[src/htw_ram.sv]
// Generic single-port-write, single-read RAM with registered read data.
module htw_ram #(
    parameter int WIDTH = 8,
    parameter int DEPTH = 16
) (
    input  logic                     i_clk,
    input  logic                     i_we,
    input  logic [$clog2(DEPTH)-1:0] i_waddr,
    input  logic [WIDTH-1:0]         i_wdata,
    input  logic [$clog2(DEPTH)-1:0] i_raddr,
    output logic [WIDTH-1:0]         o_rdata
);
    logic [WIDTH-1:0] r_mem [DEPTH];

    always_ff @(posedge i_clk) begin
        if (i_we) begin
            r_mem[i_waddr] <= i_wdata;
        end
        o_rdata <= r_mem[i_raddr];
    end
endmodule

[config.mk]
export PLATFORM = sky130hd
export DESIGN_NAME = htw_ram
export DESIGN_NICKNAME = d
export VERILOG_FILES = /design/src/htw_ram.sv
export SDC_FILE = /design/constraint.sdc
export NUM_CORES = 1
export LEC_CHECK = 0
export BUFFER_PORTS_ARGS = -buffer_cell sky130_fd_sc_hd__buf_2
export CORE_UTILIZATION = 45
export DETAILED_ROUTE_END_ITERATION = 12
export SETUP_SLACK_MARGIN = 0.4
export SYNTH_ARGS = -nofsm -noshare
export SYNTH_HDL_FRONTEND = slang
export SYNTH_SLANG_ARGS = --single-unit
export TNS_END_PERCENT = 10
[constraint.sdc]
create_clock -name i_clk -period 5.3 [get_ports i_clk]
set_input_delay 1.06 -clock i_clk [delete_from_list [all_inputs] [get_ports i_clk]]
set_output_delay 1.06 -clock i_clk [all_outputs]
set_load 0.02 [all_outputs]
* Word level (Yosys, flattened, before mapping)
Memory sizes are Yosys's and may differ from the RTL's. A register that Yosys moved wholly into a read port is not among the register bits.
Index checks and enable logic that the tools add are counted.
** Cells by class
- Multiplexer cells :: 2
** Operators by type and width (number)
- $mux 1 :: 2
** Word-level totals
- Output and inout bits :: 8
- Flip-flop bits (word level) :: 0
- Input bits :: 18
- Memories kept :: 1
- Word-level logic and storage cells :: 3
- RAM bits :: 128
** Memory list
- r_mem :: words 16, width 8, read ports 1, clocked after memory_dff 1, wr ports 1, RTL line 13 : logic [WIDTH-1:0] r_mem [DEPTH];

* Logic depth before layout (Yosys ltp)
- Depth in word-level cells :: 2
- Gate-level depth with buffers :: 5

* Worst setup path before layout
No wires, ideal clock.
- Path type :: in2reg
- Start :: input port i_waddr[2]
- End :: memory r_mem[0][0], enable pin
- Stages on the path :: 2
- Buffers on the path :: 0
- Slack :: 2.747 ns
- Required time :: 4.917 ns
- Arrival :: 2.170 ns
- Path through :: or3b_2 nor3_1
** RTL lines
- start, declared :: RTL line 8 : input logic [$clog2(DEPTH)-1:0] i_waddr,
- end, declared :: RTL line 13
No word-level cell before the write port.

==> reports/results.tsv <==
stage	metric	value	unit
synth	YS warnings	0	
worst_setup_path	CP max stage cell	sky130_fd_sc_hd__mux4_1	
sta	sum of negative setup slack	0	ns
sta	time the worst path needs with I/O delays and setup	2.669	ns
synth	asr flop ratio synth	0	
clock_network	buffer levels on the longest clock path	2	
clock_network	clock tree from TritonCTS	built	
layout	number of fill cells	833	
die	die area	11870	sq um
worst_setup_path	classification of the worst setup path	in -> reg	
synth	Synth top area share	0.7467	
route	wire per inst	22.82	um
global_routing	maximum number of pins on one net before global-route repair	33	
synth	flop and latch count out of synthesis	136	
clock_network	CTS resizes	0	
synth	number of flops mapped to enable cells by yosys	128	
clock_network	cts hold-fix bufs	0	
route	vias per cell	5.493	
layout	total number of nets in the final design	285	
worst_setup_path	startpoint class of the critical path	input pin	
global_routing	initial antenna violation count	0	
worst_setup_path	required time of the critical path	5.58	ns
global_routing	global-route wire length before repair	14330	um
sta	count of pins over their slew limit	0	
synth	top cells by area, synth	sky130_fd_sc_hd__edfxtp_1 (75%), sky130_fd_sc_hd__mux4_2 (7.9%), sky130_fd_sc_hd__mux4_1 (7.1%), sky130_fd_sc_hd__dfxtp_1 (3.1%), sky130_fd_sc_hd__a22oi_1 (2.3%)	
route	DR DRC count	0	
clock_network	TritonCTS Buffers	17	
synth	Gate Count Post-Synth	229	
job	max_cap viols	0	
route	Initial DRC Count	182	
route	TritonRoute pass-1 iters	4	
placed_design	placed inst area	5391	sq um
sta	relative slew slack	0.3613	
sta	Worst Max-Slew Pin Slew	0.9507	ns
route	detailed-route via count	2307	
layout	Syn-to-layout area delta	15.85	%
die	horizontal extent of the die	109.0	um
clock_network	Max H-tree Level	4	
worst_setup_path	worst-path cell chain	buf_2 > buf_4 > mux4_1 > a22oi_1 > nand2_1	
worst_setup_path	Largest stage delay, worst path	0.60	ns
die	Die Y	109.0	um
sta	Setup-failing EPs final	0	
sta	Final Hold Viols	0	
power_and_ir_drop	ratio of total power to cell area	406.8	nW/um^2
layout	antenna diode instance count	0	
worst_setup_path	arrival time of the worst setup path	2.95	ns
synth	top cell types by occurrence after synthesis	sky130_fd_sc_hd__edfxtp_1 (128), sky130_fd_sc_hd__mux4_2 (18), sky130_fd_sc_hd__a22oi_1 (16), sky130_fd_sc_hd__mux4_1 (14), sky130_fd_sc_hd__nor2_1 (13)	
clock_network	Setup Fix Bufs, Post-CTS	0	
global_routing	global-route usage over all layers	0.1798	
route	final WL	9584	um
die	core box area	10980	sq um
placed_design	Final Wtd Congestion	0.7384	
clock_network	clock slew at reported path FFs	0.06	ns
global_routing	via count of the first global-routing pass	2409	
synth	Post-Synthesis Net Count	247	
synth	most frequent cell after synthesis	sky130_fd_sc_hd__edfxtp_1	
sta	RSZ-0062 raised after global routing	false	
clock_network	clock latency reported for the late side of the worst-skew pair	0.40	ns
worst_setup_path	kind of capture point of the worst setup path	flop	
synth	average footprint of a synthesized cell	22.48	sq um
synth	number of distinct standard cells referenced by the synthesized netlist	19	
layout	Design Area, Final	5963	sq um
synth	Post-Syn Area	5147	sq um
clock_network	CTS sink count	136	
synth	Synth area leader	sky130_fd_sc_hd__edfxtp_1	
worst_setup_path	largest fanout on the critical path	19	
min_path	Min-Delay Path Class	reg -> reg	
layout	layout cell share with drive strength beyond 1	0.2786	
power_and_ir_drop	Static Leakage	1.978	nW
run_status	status	complete, no violations	
die	effective utilization at floorplan	0.4687	
global_routing	total overflow reported by the global router	0	
power_and_ir_drop	VDD IR-drop max	0.0002016	V
sta	upper clock frequency limit	374.7	MHz
route	remaining antenna violation count after routing	0	
sta	Worst Clk Skew	0.01387	ns
die	total number of placement rows	38	
placed_design	DPL Wire Length	5993	um
die	number of top-level pins	26	
synth	sequential fraction of the synthesis area	0.7778	
layout	share of the core filled with cells in the final layout	0.5429	
sta	fin crit share	0.5035	
synth	commonest register cell after synthesis	sky130_fd_sc_hd__edfxtp_1	
placed_design	Port Buffers	25	
clock_network	Root Buffer Master	sky130_fd_sc_hd__clkbuf_16	
==> per-stage QoR <==
step | hold WS (ns) | power, mW | setup slack (ns) | instances
final | 0.6638 | 2.426 | 2.631 | 420
after floorplan | 0.6293 | 1.300 | 2.747 | 229
after global placement | 0.6449 | 1.345 | 2.185 | 388
after global routing | 0.7131 | 2.501 | 2.542 | 420
after CTS | 0.6601 | 2.443 | 2.476 | 420
after detailed placement | 0.6504 | 1.347 | 2.095 | 388
==> cell families after synthesis <==
family,Yosys count,synth area share
AO/OA/AOI/OAI,16,0.02334
buffers and inverters,10,0.01677
flip-flops,136,0.7778
multiplexers,32,0.1502
AND/OR/NAND/NOR,35,0.03184
==> cell usage in the layout, fill, tap and decap left out, drive strengths merged <==
| cell | instances |
|---|---|
| nor2 | 13 |
| nand3 | 1 |
| edfxtp | 128 |
| mux4 | 32 |
| nand2 | 9 |
| nand3b | 2 |
| clkinvlp | 5 |
| and2 | 1 |
| or3b | 1 |
| nand2b | 2 |
| clkbuf | 20 |
| bufinv | 2 |
| and2b | 1 |
| buf | 29 |
| clkinv | 5 |
| nor2b | 1 |
| dfxtp | 8 |
| nor3 | 4 |
| a22oi | 16 |
==> final timing paths <==
check,startpoint,to,slack [ns],depth (start not counted)
worst max-delay path,i_raddr[0],o_rdata[3]$_DFF_P_,2.63,5
worst min-delay path,r_mem[4][0]$_DFFE_PP_,o_rdata[0]$_DFF_P_,0.66,3
worst max register to register,r_mem[1][3]$_DFFE_PP_,o_rdata[3]$_DFF_P_,3.92,3
worst min register to register,r_mem[4][0]$_DFFE_PP_,o_rdata[0]$_DFF_P_,0.66,3
==> report_power, final <==
part | total [mW] | leakage, nW | switching (mW) | internal [mW]
Clock | 1.10 | 0.262 | 0.412 | 0.690
Sequential | 1.21 | 1.22 | 0.00773 | 1.20
Combinational | 0.113 | 0.492 | 0.0691 | 0.0436
==> critical path: cells and delay by family <==
kind,cells,cell delay [ns]
muxes,1,0.60
buffers and inverters,2,0.91
and+or+nand+nor,1,0.10
AOI/OAI and AO/OA,1,0.27
==> routing by layer <==
layer  vias up  wire, um  part of all wire  track usage
met5         -         0                 0            0
met3         6       514             0.054      0.04782
met1      1190      4330              0.45       0.2538
met4         0       105             0.011      0.06757
met2        60      4633              0.48       0.2695
li1       1051         -                 -            -
==> area by class of cell <==
type,count,area (sq um),share of cell area
Clock buffer,20,436.7,0.07323
Sequential cell,136,4004,0.6714
Tap cell,140,175.2,0.02937
Timing Repair Buffer,29,155.1,0.02602
Clock inverter,12,130.1,0.02182
Multi-Input combinational cell,83,1062,0.1781
==> state kept, by name (all words and copies together), names as in the netlist <==
| register | count |
|---|---|
| o_rdata | 8 |
| r_mem | 128 |
Note: power is estimated with default switching activity, not from simulation.
